[src/sv/rt_pkg.sv]
// Shared types and constants for the 3x3 rank transform.
package rt_pkg;

	localparam int PIX_W = 8;
	localparam int RANK_W = 4;
	localparam int ROW_W = 11;
	localparam int COL_W = 11;
	localparam int CFG_W = 12;
	localparam int CFG_IDX_W = 1;
	localparam int OUT_TDATA_W = 32;
	localparam int QDEPTH = 4;
	localparam int QPTR_W = 2;
	localparam int QCNT_W = 3;

	localparam logic [CFG_W-1:0] MIN_SIZE = 12'd3;
	localparam logic [CFG_W-1:0] MAX_HEIGHT = 12'd2048;
	localparam logic [CFG_W-1:0] RST_WIDTH = 12'd640;
	localparam logic [CFG_W-1:0] RST_HEIGHT = 12'd480;

	localparam logic [CFG_IDX_W-1:0] REG_IMAGE_WIDTH = 1'b0;
	localparam logic [CFG_IDX_W-1:0] REG_IMAGE_HEIGHT = 1'b1;

	// One queued item: the centre pixel, its eight neighbours, its position and the frame-last flag.
	typedef struct packed {
		logic [PIX_W-1:0] centre;
		logic [7:0][PIX_W-1:0] nbr;
		logic [ROW_W-1:0] row;
		logic [COL_W-1:0] col;
		logic last;
	} item_t;

endpackage

[src/sv/rt_back.sv]
// Back end: counts brighter neighbours of the queue head and holds the output register.
module rt_back (
	input  logic                              clk,
	input  logic                              arst_n,
	input  rt_pkg::item_t                     head,
	input  logic                              not_empty,
	output logic                              pop,
	output logic                              m_axis_tvalid,
	input  logic                              m_axis_tready,
	output logic [rt_pkg::OUT_TDATA_W-1:0]    m_axis_tdata,
	output logic                              m_axis_tlast
);

	localparam int PAD_W = rt_pkg::OUT_TDATA_W - rt_pkg::RANK_W - rt_pkg::ROW_W - rt_pkg::COL_W;

	logic [rt_pkg::RANK_W-1:0] rank;
	logic valid_q;

	always_comb begin
		rank = '0;
		for (int i = 0; i < 8; i++) begin
			rank = rank + rt_pkg::RANK_W'(head.nbr[i] > head.centre);
		end
	end

	assign pop = not_empty && (!valid_q || m_axis_tready);
	assign m_axis_tvalid = valid_q;

	always_ff @(posedge clk or negedge arst_n) begin
		if (!arst_n) begin
			valid_q <= 1'b0;
		end else if (pop) begin
			valid_q <= 1'b1;
		end else if (m_axis_tready) begin
			valid_q <= 1'b0;
		end
	end

	always_ff @(posedge clk) begin
		if (pop) begin
			m_axis_tdata <= {PAD_W'(0), head.col, head.row, rank};
			m_axis_tlast <= head.last;
		end
	end

endmodule

[config.mk]
export PLATFORM = sky130hd
export DESIGN_NAME = rt_back
export DESIGN_NICKNAME = d
export VERILOG_FILES = /design/src/sv/rt_pkg.sv /design/src/sv/rt_back.sv
export SDC_FILE = /design/constraint.sdc
export NUM_CORES = 1
export LEC_CHECK = 0
export BUFFER_PORTS_ARGS = -buffer_cell sky130_fd_sc_hd__buf_4
export CORE_MARGIN = 2
export CORE_UTILIZATION = 46
export CTS_BUF_LIST = sky130_fd_sc_hd__clkbuf_8
export DETAILED_ROUTE_END_ITERATION = 7
export PLACE_DENSITY_LB_ADDON = 0.08
export SYNTH_ARGS = -nofsm -noshare
export SYNTH_HDL_FRONTEND = slang
export SYNTH_SLANG_ARGS = --single-unit
export TNS_END_PERCENT = 50
[constraint.sdc]
create_clock -name clk -period 1.8 [get_ports clk]
set_clock_uncertainty 0.1 [all_clocks]
set_input_delay 0.18 -clock clk [delete_from_list [all_inputs] [get_ports clk]]
set_output_delay 0.18 -clock clk [all_outputs]
set_load 0.01 [all_outputs]
# Word-level counts from Yosys, hierarchy flattened
# Index checks and enable logic that the tools add are counted.
classes:
  add_sub_neg: 7
  order_cmp: 8
  n_mux: 2
  reduce_logical: 4
ops:
  columns: ["op", "count"]
  rows:
  - ["> comparator 8 bit", 8]
  - ["adder 4 x 1 -> 4 bit", 4]
  - ["adder 3 x 1 -> 4 bit", 1]
  - ["adder 2 x 1 -> 3 bit", 1]
  - ["adder 1 x 1 -> 2 bit", 1]
  - ["two-way mux 1 bit", 2]
  - ["nonzero test 2 bit", 1]
  - ["logical AND 1 bit", 1]
  - ["zero test 1 bit", 1]
  - ["logical OR 1 bit", 1]
word_totals:
  regBits: 28
  inputBits: 99
  out_inout_bits: 35
  elab_cells: 24

# Longest topological paths before layout
logic_depth:
  ltp_word: 8
  depth_mapped: 14
  ltp_nobuf: 14

# Worst setup path after synthesis
# OpenSTA, ideal clock, no wires.
synth_timing:
  kind: "input port to flip-flop"
  startpoint: "input port head[88] in the netlist's numbering"
  endpoint: "register m_axis_tdata[2] in the netlist's numbering, data pin"
  setup_time_ns: 0.258
  t_arrival_ns: 3.451
  setup_slack_ns: -2.009
  path_stages: 14
  path_cell_list: "inv_1 ha_1 nor2b_1 o211ai_1 a21oi_1 o22a_1 fa_1 inv_1 fa_1 inv_1 fa_1 ha_1 fa_1 xor2_1"
synth_between:
  elab_chain_cells: 8
synth_lines:
  columns: ["element", "line_no", "source"]
  rows:
  - ["from (decl)", "rt_back.sv:5", "input rt_pkg::item_t head,"]
  - ["> comparator 8 bit", "rt_back.sv:22", "rank = rank + rt_pkg::RANK_W'(head.nbr[i] > head.centre);"]
  - ["adder 1 x 1 -> 2 bit", "rt_back.sv:22", null]
  - ["adder 2 x 1 -> 3 bit", "rt_back.sv:22", null]
  - ["adder 3 x 1 -> 4 bit", "rt_back.sv:22", null]
  - ["adder 4 x 1 -> 4 bit (3 in series)", "rt_back.sv:22", null]
  - ["adder 4 x 1 -> 4 bit (*)", "rt_back.sv:22", null]
  - ["named net rank, one bit", "rt_back.sv:16", "logic [rt_pkg::RANK_W-1:0] rank;"]
  - ["to (signal assigned)", "rt_back.sv:41", "m_axis_tdata <= {PAD_W'(0), head.col, head.row, rank};"]
  - ["to (decl)", "rt_back.sv:10", "output logic [rt_pkg::OUT_TDATA_W-1:0] m_axis_tdata,"]
# Mark *: on every way through the listed nets, which the timed path passes. The rest lies on a longest branch.
# A chain may end at the register's enable or synchronous reset.

# Worst setup path in the final report
layout_timing:
  startpoint: "input port head[88] in the netlist's numbering"
  endpoint: "register m_axis_tdata[1] in the netlist's numbering, data pin"
# The elaborated chain is that of the path after synthesis.

==> results.yml <==
synthesis:
  yosys_warnings: 0
  yosysSeqAreaShare: 0.344
  syn_inst: 218
  mappedNetlistArea_sq_um: 2430
  post-synth-top-area-fraction: 0.345
  yosys.cell_types.count: 26
  yosys_register_bits: 28
  yosysTopAreaCell: "ha_1"
  ys_top_cells_by_area: "ha_1, edfxtp_1, a21oi_1"
  postSynthAreaPerCell_sq_um: 11.2
cts:
  tritoncts: "done"
  path_clk_slew_ns: 0.10
  worst_skew_pair.late_latency_ns: 0.28
  cts_root_buffer: "clkbuf_8"
  max-clock-path-buffers: 2
  numCtsBuffers: 3
  cts_max_level: 1
  clock-sinks: 28
timing:
  grt_setup_unrepaired: "yes"
  finalWorstSetupSlack_ns: -1.77
  report.final.slew_viol_count: 0
  fin_crit_ns: 3.57
  final-hold-violation-count: 0
  min_period_over_period: 1.99
  finalSetupViolCount: 4
  clock.fmax_mhz: 280
hold_path:
  timing.hold.worst.class: "input port to register"
route:
  routed_wirelength_um: 6870
  route.detailed.wl_per_inst_um: 15.0
  via_per_inst: 4.99
  detail_route.iter0.violations: 38
  detail_route.drc_violations: 0
  routed-via-count: 2287
  ant_nets: 0
  first_pass_detailed_route_iteration_total: 4
layout:
  multiInputGateArea_sq_um: 1560
  fraction_of_layout_cells_with_a_size_suffix_above_1: 0.405
  layout.area.seq_sq_um: 836
  finish.net_count: 559
  antennaDiodeCount: 0
  nFillCells: 351
  layout.core_utilization: 0.778
  area_delta_synth_final_pct: 63.5
setup_path:
  worst_setup_path_start_kind: "input port"
  crit_fanout: 3
  worst-setup-path-type: "input port to register"
  worstSetupEndpointType: "register"
  crit_arrival_ns: 3.49
  cp_data_required_time_ns: 1.72
status:
  violated_checks: "negative setup slack"
  status: "complete, but fails checks"
global_routing:
  first_pass_grt_wire_length_um: 11200
  groute.layer.met2.usage: 0.453
  grt_antenna_before_repair: 0
  grt_overflow_total: 0
  grt_util_met3: 0.0176
  grt-busiest-layer: "met2"
  gr-usage-met1: 0.296
  first_global_vias: 2357
  grt_start_max_net_pins: 24
  grt_use_total: 0.239
floorplanning:
  rows: 26
  starting_density: 0.476
  design.core.area_sq_um: 5110
  die_area_sq_um: 5880
  num_io_pins: 134
  floorplan.die.width_um: 76.7
  dieHeight_um: 76.7
placement:
  pre_cts_ws_ns: -2.13
  dp.final_hpwl_um: 5290
  port_buffers: 127
  gp_congestion: 0.823
power_and_ir_drop:
  total_leakage_power_nw: 1.92
  cellPowerDensity_nw_per_um2: 572
  ir_drop_v: 0.000309
run:
  maxCapViolations: 0
cell usage in the layout, fill, tap and decap left out, types with 2 or more instances in the layout:
cell type,Yosys,layout
buf_4,6,139
ha_1,67,63
a21oi_1,28,28
edfxtp_1,27,27
dlygate4sd3_1,0,25
inv_1,18,16
nand4_1,15,15
o21ai_0,8,8
nor2b_1,9,7
o211ai_1,7,7
nand2_1,6,6
conb_1,1,6
o22a_1,5,5
fa_1,4,3
ha_4,0,3
clkbuf_8,0,3
a211oi_1,2,2
nor2_1,2,2
nor2b_4,0,2
and2_1,2,2
nand2b_1,2,2
buf_12,0,2
per-layer routing:
metal / vias to the layer above / share of wire
met3: 9 / 0.046
met1: 1023 / 0.41
met5: - / 0
met4: 0 / 0.011
met2: 92 / 0.53
li1: 1163 / -
synthesized netlist by cell type, drive strengths merged:
| master | number |
|---|---|
| and4 | 1 |
| o22a | 5 |
| nand2 | 6 |
| a21boi | 1 |
| o22ai | 1 |
| fa | 4 |
| nand4 | 15 |
| edfxtp | 27 |
| xor2 | 1 |
| o31a | 1 |
| nand2b | 2 |
| nor2b | 9 |
| buf | 6 |
| inv | 18 |
| a211oi | 2 |
| and2 | 2 |
| o31ai | 1 |
| a21oi | 28 |
| o21ai | 9 |
| dfrtp | 1 |
| nor2 | 2 |
| o211ai | 7 |
| conb | 1 |
| ha | 67 |
| or2 | 1 |
final cells by class:
cell class,instances,area share
clock buffers,3,0.0104
clock inverters,1,0.00756
inverters,18,0.0179
multi-input cells,171,0.392
flip-flops and latches,28,0.210
well taps,70,0.0220
repair buffers,167,0.339
per-stage QoR:
stage | hold slack, ns | cells | power [mW] | setup TNS, ns | area (sq um)
5_1_grt | 0.0830 | 458 | 2.42 | -7.01 | 3970
3_5_place_dp | -0.143 | 427 | 1.71 | -7.74 | 3600
6_report | 0.0503 | 458 | 2.27 | -6.49 | 3970
2_1_floorplan | -0.216 | 223 | 1.30 | -6.97 | 2500
4_1_cts | 0.0583 | 458 | 2.26 | -6.55 | 3960
3_3_place_gp | -0.144 | 427 | 1.68 | -7.64 | 3600
critical path, stage by stage:
cell and delay (ns):
buf_8 0.07, clkinvlp_4 0.12, buf_12 0.16, ha_4 0.20, nor2b_4 0.11, o211ai_1 0.16
a21oi_1 0.10, o22a_1 0.18, fa_1 0.52, inv_2 0.04, fa_1 0.49, inv_1 0.05
fa_1 0.48, ha_2 0.19, fa_2 0.43
kinds of logic (layout without fill, tap and decap cells):
logic type               count (synthesis)  in the layout  synth area share
XOR/XNOR                                 1              1           0.00360
buffers and inverters                   24            189            0.0463
other                                    1              6           0.00154
adder cells (fa/ha/maj)                 71             71             0.378
flip-flops                              28             28             0.344
AND/OR/NAND/NOR                         38             38            0.0906
AO/OA/AOI/OAI                           55             55             0.136
repair_timing:
item	in CTS	in global routing
setup endpoints to repair	4	4
pin swaps	8	3
hold buffers	25	0
gates resized for setup	1	6
buffers inserted	2	0
hold endpoints to repair	25	0
registers in the layout, indices dropped and copies added, names as in the netlist:
signal         cells
m_axis_tdata      26
m_axis_tlast       1
m_axis_tvalid      1
where the power goes:
part | internal [mW] | total (mW) | switching (mW)
combinational | 0.521 | 0.944 | 0.424
clock | 0.298 | 0.499 | 0.200
sequential | 0.807 | 0.830 | 0.0231
path summary, 6_finish.rpt:
check / from / endpoint / slack (ns) / cells after the start
min in group asynchronous: arst_n / m_axis_tvalid / 0.10 / 2
max in group asynchronous: arst_n / m_axis_tvalid / 1.42 / 2
max reg2reg: m_axis_tvalid / m_axis_tdata[7] / 0.34 / 3
min reg2reg: m_axis_tvalid / m_axis_tvalid / 0.42 / 2
min: m_axis_tready / m_axis_tvalid / 0.05 / 3
max: head[88] / m_axis_tdata[1] / -1.77 / 15
No activity file was read; power rests on OpenSTA's default activity.
