===== src/sv/rt_pkg.sv =====
// Shared types and constants for the 3x3 rank transform.
package rt_pkg;

	localparam int PIX_W = 8;
	localparam int RANK_W = 4;
	localparam int ROW_W = 11;
	localparam int COL_W = 11;
	localparam int CFG_W = 12;
	localparam int CFG_IDX_W = 1;
	localparam int OUT_TDATA_W = 32;
	localparam int QDEPTH = 4;
	localparam int QPTR_W = 2;
	localparam int QCNT_W = 3;

	localparam logic [CFG_W-1:0] MIN_SIZE = 12'd3;
	localparam logic [CFG_W-1:0] MAX_HEIGHT = 12'd2048;
	localparam logic [CFG_W-1:0] RST_WIDTH = 12'd640;
	localparam logic [CFG_W-1:0] RST_HEIGHT = 12'd480;

	localparam logic [CFG_IDX_W-1:0] REG_IMAGE_WIDTH = 1'b0;
	localparam logic [CFG_IDX_W-1:0] REG_IMAGE_HEIGHT = 1'b1;

	// One queued item: the centre pixel, its eight neighbours, its position and the frame-last flag.
	typedef struct packed {
		logic [PIX_W-1:0] centre;
		logic [7:0][PIX_W-1:0] nbr;
		logic [ROW_W-1:0] row;
		logic [COL_W-1:0] col;
		logic last;
	} item_t;

endpackage


===== src/sv/rt_fifo.sv =====
// Short queue of classified items between the front end and the rank stage.
module rt_fifo (
	input  logic                       clk,
	input  logic                       arst_n,
	input  logic                       push,
	input  rt_pkg::item_t              push_item,
	input  logic                       pop,
	output rt_pkg::item_t              head,
	output logic                       not_empty,
	output logic [rt_pkg::QCNT_W-1:0]  count
);

	rt_pkg::item_t mem_q [rt_pkg::QDEPTH];
	logic [rt_pkg::QPTR_W-1:0] wr_q, rd_q;
	logic [rt_pkg::QCNT_W-1:0] count_q;

	assign head = mem_q[rd_q];
	assign not_empty = count_q != '0;
	assign count = count_q;

	always_ff @(posedge clk) begin
		if (push) begin
			mem_q[wr_q] <= push_item;
		end
	end

	always_ff @(posedge clk or negedge arst_n) begin
		if (!arst_n) begin
			wr_q <= '0;
			rd_q <= '0;
			count_q <= '0;
		end else begin
			if (push) begin
				wr_q <= wr_q + 1'b1;
			end
			if (pop) begin
				rd_q <= rd_q + 1'b1;
			end
			case ({push, pop})
				2'b10: count_q <= count_q + 1'b1;
				2'b01: count_q <= count_q - 1'b1;
				default: count_q <= count_q;
			endcase
		end
	end

endmodule


===== config.mk =====
export PLATFORM = sky130hd
export DESIGN_NAME = rt_fifo
export DESIGN_NICKNAME = d
export VERILOG_FILES = /design/src/sv/rt_pkg.sv /design/src/sv/rt_fifo.sv
export SDC_FILE = /design/constraint.sdc
export NUM_CORES = 1
export LEC_CHECK = 0
export CORE_ASPECT_RATIO = 1.25
export CORE_UTILIZATION = 45
export DETAILED_ROUTE_END_ITERATION = 8
export DONT_BUFFER_PORTS = 1
export PLACE_DENSITY = 0.68
export RECOVER_POWER = 50
export SLEW_MARGIN = 20
export SYNTH_ARGS = -nofsm -noshare
export SYNTH_HDL_FRONTEND = slang
export SYNTH_SLANG_ARGS = --single-unit

===== constraint.sdc =====
create_clock -name clk -period 4.25 [get_ports clk]
set_clock_uncertainty 0.05 [all_clocks]
set_input_delay 0.85 -clock clk [delete_from_list [all_inputs] [get_ports clk]]
set_output_delay 0.85 -clock clk [all_outputs]
set_load 0.05 [all_outputs]

### After elaboration in Yosys (flattened, before gate mapping)

Memories as Yosys holds them, arrays and structs flattened.
Index checks and enable logic that the tools add are counted.

| word-level totals | value |
|---|---|
| memories | 1 |
| output and inout port bits | 99 |
| input port bits | 99 |
| register bits after elaboration | 7 |
| RAM bits | 380 |
| logic and storage cells | 15 |

Memories:

| memory | words | bits a word | read ports | clocked after memory_dff | write ports | line | text |
|---|---|---|---|---|---|---|---|
| mem_q | 4 | 95 | 1 | 0 | 1 | rt_fifo.sv:13 | `rt_pkg::item_t mem_q [rt_pkg::QDEPTH];` |

| operators by class | value |
|---|---|
| $add $sub $neg | 4 |
| mux-type cells | 3 |
| reduce and logical (&&, ||, !) cells | 2 |
| equal/unequal tests | 2 |

Operators with widths:

| operator | number |
|---|---|
| $pmux 3 s2 | 1 |
| $add 2x1->2 const B | 2 |
| $add 3x1->3 const B | 1 |
| $reduce_bool 3->1 | 1 |
| $sub 3x1->3 const B | 1 |
| $eq 2x1->1 const B | 1 |
| $eq 2x2->1 const B | 1 |
| $mux 1 | 2 |
| $reduce_bool 2->1 | 1 |

### Longest topological paths before layout

Gate-level depths: netlist of run 1.

| logic depth | value |
|---|---|
| word-level depth | 2 |
| mapped depth | 7 |
| mapped depth without buffers | 7 |

### Worst setup path before layout of run 1

OpenSTA, ideal clock, no wires.

| timing path | value |
|---|---|
| kind | in2reg |
| start | input push |
| end | memory mem_q[0][0] (netlist bit) (enable) |
| path slack | 0.689 ns |
| library setup time | 0.464 ns |
| required time | 3.736 ns |
| stages | 1 |
| buffers on the path | 0 |
| arrival time | 3.047 ns |
| cells stage by stage | and2_1 |

| on the way | value |
|---|---|
| cells in the longest elaborated chain, start to end | 2 |

Ends and longest elaborated chain:

| what | line | text |
|---|---|---|
| start, declared | rt_fifo.sv:5 | `input logic push,` |
| $mux 1 | rt_fifo.sv:22 | `if (push) begin` |
| $mux 1 (not written as such) | rt_fifo.sv:23 | `mem_q[wr_q] <= push_item;` |
| end, declared | rt_fifo.sv:13 |  |

Every way passes these cells.

==> flow_summary.toml, run 1 <==
[logic_synthesis]
synth_warnings = 0
synthTopCellsByCount = "edfxtp_1 (380), mux4_2 (95), buf_2 (12)"
yosysMostFrequentCell = "edfxtp_1"
synth_flop_cell = "edfxtp_1"
synth_edf_count = 380
synth_nets = 637
synthCells = 532
synth_top_area_cell = "edfxtp_1"
ys_types = 20
synth_top_area_share_pct = 81.0
synth_seq_cells = 387
syn-mean-instance-area_um2 = 26.5
synthTopCellsByArea = "edfxtp_1 (81%), mux4_2 (15%), dfrtp_1 (1.2%), ha_1 (0.44%), buf_2 (0.43%)"
netlist_area_mm2 = 0.0141
async_flop_share_pct = 1.81
yosysSeqAreaShare_pct = 82.2

[route]
dr.pass1.iters = 5
wl_per_cell_um = 24.7
drc = 0
via_per_inst = 5.53
ant_nets = 0
dr_total_vias = 5493
routed_wl_um = 24500
drt_iter0_markers = 403

[sta]
setup_viol = 0
slew_headroom_pct = -64.5
tightest_slew_ns = 2.47
fin_crit_ns = 3.42
hold_viol = 0
finalMaxSlewViolations = 44
fmax_mhz = 292
setup_ws_ns = 0.827
fin_crit_sh_pct = 80.5
finalSetupTns_ns = 0
rsz0062_at_grt = "false"

[hold_path]
hold_path_end = "rd_q[0]$_DFFE_PN0P_"
hp-start = "pop"
hold_path_class = "input port to flip-flop"
whs_path_depth = 1

[clock_tree]
clockBufferDepth = 3
cts_resized = 0
cts_tree = "yes"
insertion_delay_ns = 0.52
htreeDepth = 2
cts_buffers = 37
cts.clk_slew.worst_paths_ns = 0.06
cts.sinks = 387
root_buffer = "clkbuf_16"

[flow_run]
cap_violations = 1

[placement]
place_congestion = 0.714
dp_hpwl_um = 15000
pre_cts_slack_ns = 1.31
numPortBuffers = 0

[cells_and_area]
area_delta_synth_final_pct = 12.0
nets = 664
drive_gt1_share_pct = 27.6
fillers = 2333
n_antenna_cell = 0

[global_routing]
grt_pass1_wl_um = 36300
overflow = 0
grt_max_degree = 53
antenna_found_initial = 0
grt_pass1_vias = 5988
grtUsageTotal_pct = 15.4

[setup_path]
end_kind = "output port"
slowest_delay_ns = 0.88
crit_fanout = 33
reg2reg_setup_slack_ns = 1.03
crit_chain = "buf_4 -> mux4_2"
setup.worst_path.start = "rd_q[0]$_DFFE_PN0P_"
cpLargestDelayFamily = "flip-flops"
arrival_ns = 2.52
worstPathRequired_ns = 3.35
critical_path_class = "flip-flop to output port"
critPathBufInv = 1
slowest_stage = "dfrtp_4"
reg2reg_to = "mem_q[3][82]$_DFFE_PP_"
r2r_cells = 3
startpoint_type = "flip-flop"
r2r_start = "wr_q[0]$_DFFE_PN0P_"

[floorplan]
ios = 198
core_mm2 = 0.0309
die_w_um = 160
std_cell_rows = 72
initial_core_util_pct = 45.6
die_h_um = 200
die-area_mm2 = 0.0320

[run_status]
violations = "max-capacitance violations, max-slew violations"
outcome = "finished, violations left"
==> metrics by stage <==
step | std cells | instance area (um^2) | utilization [%] | hold WS, ns
floorplan | 532 | 14100 | - | 0.441
global placement | 926 | 14600 | 47.3 | 0.458
detailed placement | 926 | 14600 | 47.3 | 0.477
CTS | 993 | 15800 | 51.1 | 0.310
global route | 993 | 15800 | 51.1 | 0.312
finish | 993 | 15800 | 51.1 | 0.348
==> worst register-to-register path: cells and delay by family (launching register included) <==
| kind | cells | cell delay [ns] |
|---|---|---|
| adder cells (fa/ha/maj) | 1 | 0.17 |
| buffers and inverters | 1 | 0.39 |
| flip-flops | 1 | 0.42 |
| AND/OR/NAND/NOR | 1 | 1.81 |
==> layout make-up <==
type	instances	area, um^2	share of cell area, %
well taps	407	509	3.23
clock buffers	45	998	6.32
flip-flops and latches	387	11600	73.4
inverters	6	22.5	0.143
clock inverters	21	159	1.01
multi-input cells	117	2340	14.8
repair buffers	10	165	1.05
==> worst max path at each step <==
stage	endpoint	cells after the start	slack, ns
floorplan	mem_q[0][0]$_DFFE_PP_	1	0.69
global route	head[14]	2	0.66
finish	head[21]	2	0.83
global placement	head[12]	2	1.33
CTS	head[21]	2	0.72
detailed placement	head[21]	2	1.31
==> state kept, by name (all words and copies together), names as in the netlist <==
register	flops
rd_q	2
wr_q	2
mem_q	380
count	3
==> kinds of logic after synthesis <==
kind of cell             Yosys count  synth area share (%)
flip-flops                       387                  82.2
AND/OR/NAND/NOR                    8                 0.302
XOR/XNOR                           6                 0.373
adder cells (fa/ha/maj)            6                 0.586
multiplexers                      96                  15.2
buffers and inverters             28                  1.26
AO/OA/AOI/OAI                      1                0.0355
==> layout by cell type (no fill, tap or decap), types with 3 or more instances in the layout <==
master	instances
xor2_1	4
and2_4	3
clkbuf_16	39
ha_1	5
clkbuf_1	6
buf_12	7
clkinv_1	7
edfxtp_1	380
dfrtp_1	5
inv_1	6
clkinv_2	8
mux4_2	95
==> per-layer routing <==
| metal | wire [um] | track usage (%) | share of wire (%) | up-vias |
|---|---|---|---|---|
| met5 | 0 | 0 | 0 | - |
| met4 | 622 | 6.21 | 2.5 | 0 |
| met3 | 1830 | 4.98 | 7.5 | 42 |
| met2 | 13400 | 28.0 | 55 | 174 |
| met1 | 8630 | 16.7 | 35 | 2945 |
| li1 | - | - | - | 2332 |
==> what timing repair did <==
action | CTS | global route
endpoints found under the hold margin | 7 | 0
hold buffers | 1 | 0
buffers inserted | 0 | 0
Power of run 1 is not shown: default switching activity piles up to over one toggle a cycle in this logic, so the estimate is an artifact.
==> run 2: changes to the inputs <==
--- a/config.mk
+++ b/config.mk
@@ -5,6 +5,7 @@
 export SDC_FILE = /design/constraint.sdc
 export NUM_CORES = 1
 export LEC_CHECK = 0
+export ABC_AREA = 1
 export CORE_ASPECT_RATIO = 1.25
 export CORE_UTILIZATION = 45
 export DETAILED_ROUTE_END_ITERATION = 8
==> constraint.sdc (replaced) <==
create_clock -name clk -period 3.55 [get_ports clk]
set_clock_uncertainty 0.05 [all_clocks]
set_input_delay 0.71 -clock clk [delete_from_list [all_inputs] [get_ports clk]]
set_output_delay 0.71 -clock clk [all_outputs]
set_load 0.05 [all_outputs]
==> flow_summary.toml, run 2 <==
[global_routing]
antenna_found_initial = 1
grt_pass1_vias = 8056
grt_max_degree = 121
overflow = 0
grt_pass1_wl_um = 44500
grtUsageTotal_pct = 16.3

[setup_path]
crit_fanout = 120
slowest_stage = "dfrtp_4"
startpoint_type = "flip-flop"
setup.worst_path.start = "rd_q[0]$_DFFE_PN0P_"
end_kind = "output port"
critical_path_class = "flip-flop to output port"
slowest_delay_ns = 0.68
crit_chain = "buf_12 -> o211ai_1 -> nand2_1"
arrival_ns = 2.39
r2r_start = "wr_q[0]$_DFFE_PN0P_"
worstPathRequired_ns = 2.79

[logic_synthesis]
yosysSeqAreaShare_pct = 73.7
synth_edf_count = 380
synth_top_area_share_pct = 72.6
yosysMostFrequentCell = "edfxtp_1"
synthTopCellsByCount = "edfxtp_1 (380), nand2_1 (296), inv_1 (203)"
synth_seq_cells = 387
synth_nets = 1262
synth_top_area_cell = "edfxtp_1"
syn-mean-instance-area_um2 = 13.6
synth_warnings = 0
synthCells = 1157
netlist_area_mm2 = 0.0157
async_flop_share_pct = 1.81
synthTopCellsByArea = "edfxtp_1 (73%), o211ai_1 (8.6%), nand2_1 (7.1%), inv_1 (4.8%), buf_6 (3.2%)"
ys_types = 19
synth_flop_cell = "edfxtp_1"

[clock_tree]
cts_hold_buf = 1
cts.clk_slew.worst_paths_ns = 0.06
cts_resized = 0
root_buffer = "clkbuf_16"
cts_tree = "yes"
htreeDepth = 2
insertion_delay_ns = 0.52
post_cts_buffers = 0
cts.sinks = 387
cts_buffers = 38
clockBufferDepth = 3

[cells_and_area]
layout_commonest_cell = "edfxtp_1"
drive_gt1_share_pct = 7.78
largest_reg_flops = 380
area_delta_synth_final_pct = 9.31
nets = 1258
max_flop_register = "mem_q"
fillers = 2856
n_antenna_cell = 0
final_cell_mix = "edfxtp_1 (380), nand2_1 (296), inv_1 (199), o211ai_1 (181), clkbuf_16 (39)"

[sta]
setup_viol = 0
tightest_slew_ns = 1.38
rsz0062_at_grt = "false"
fmax_mhz = 317
fin_crit_ns = 3.15
finalSetupTns_ns = 0
fin_crit_sh_pct = 88.8
finalMaxSlewViolations = 0
slew_headroom_pct = 7.68
hold_viol = 0

[route]
wl_per_cell_um = 17.6
dr_total_vias = 8301
dr.pass1.iters = 5
drt_iter0_markers = 596
ant_nets = 0
via_per_inst = 5.03
drc = 0
routed_wl_um = 29100

[run_status]
outcome = "finished clean"

[flow_run]
cap_violations = 0

[placement]
place_congestion = 0.725
numPortBuffers = 0
dp_hpwl_um = 16600

[hold_path]
hold_path_class = "input port to flip-flop"
hp-start = "pop"

[floorplan]
die_w_um = 169
core_mm2 = 0.0344
initial_core_util_pct = 45.7
die_h_um = 211
die-area_mm2 = 0.0357
ios = 198
std_cell_rows = 76
run 2: cell count changes in the layout (fill, tap and decap cells not counted), moves of 3 or more:
cell	previous run	this run
inv_1	6	199
clkinvlp_2	0	3
o211ai_2	0	9
nand2_1	2	296
and2_4	3	0
mux4_2	95	0
buf_4	2	11
o211ai_1	0	181
clkbuf_8	0	4
run 2: kinds of logic after synthesis:
group,synth area share (%)
AOI/OAI and AO/OA,9.43
xor gates and xnor gates,0.223
adders and majority gates,0.525
buffers and inverters,8.93
DFF,73.7
and+or+nand+nor,7.17
run 2: final timing paths:
kind	depth (start not counted)	to	slack [ns]
setup / recovery	3	head[69]	0.40
hold / removal	1	rd_q[0]$_DFFE_PN0P_	0.21
setup reg to reg	5	mem_q[0][45]$_DFFE_PP_	0.70
hold reg to reg	1	wr_q[0]$_DFFE_PN0P_	0.47
max in group asynchronous	1	rd_q[1]$_DFFE_PN0P_	2.60
min in group asynchronous	1	rd_q[0]$_DFFE_PN0P_	0.50
run 2: cell type report:
type / count / area (um^2) / area share [%]
flip-flops and latches: 387 / 11600 / 67.5
multi-input cells: 501 / 2730 / 15.9
clock buffers: 51 / 1060 / 6.18
inverters: 204 / 774 / 4.51
well taps: 468 / 586 / 3.41
repair buffers: 21 / 273 / 1.59
clock inverters: 18 / 166 / 0.969
run 2: stage by stage:
stage	util, %	cell area (um^2)	hold WS, ns	setup slack, ns	instances
global placement	46.3	15900	0.365	0.927	1580
global route	49.9	17200	0.194	0.278	1650
detailed placement	46.3	15900	0.365	0.932	1580
floorplan	-	15700	0.364	0.190	1157
CTS	49.9	17200	0.173	0.371	1650
finish	49.9	17200	0.208	0.399	1650
run 2: per-layer routing:
metal  up-vias  wire, um  track usage (%)
li1       4016         -                -
met1      4019     11500             18.9
met2       216     14800             28.8
met3        50      1940             4.37
met4         0       819             6.43
met5         -         0                0
run 2: critical path, delay by kind of cell, from the launching register on:
kind | cells | cell delay, ns
buf+inv | 1 | 0.43
simple gates | 1 | 0.41
flops | 1 | 0.68
compound gates | 1 | 0.24
Power of run 2 is left out for the same reason.
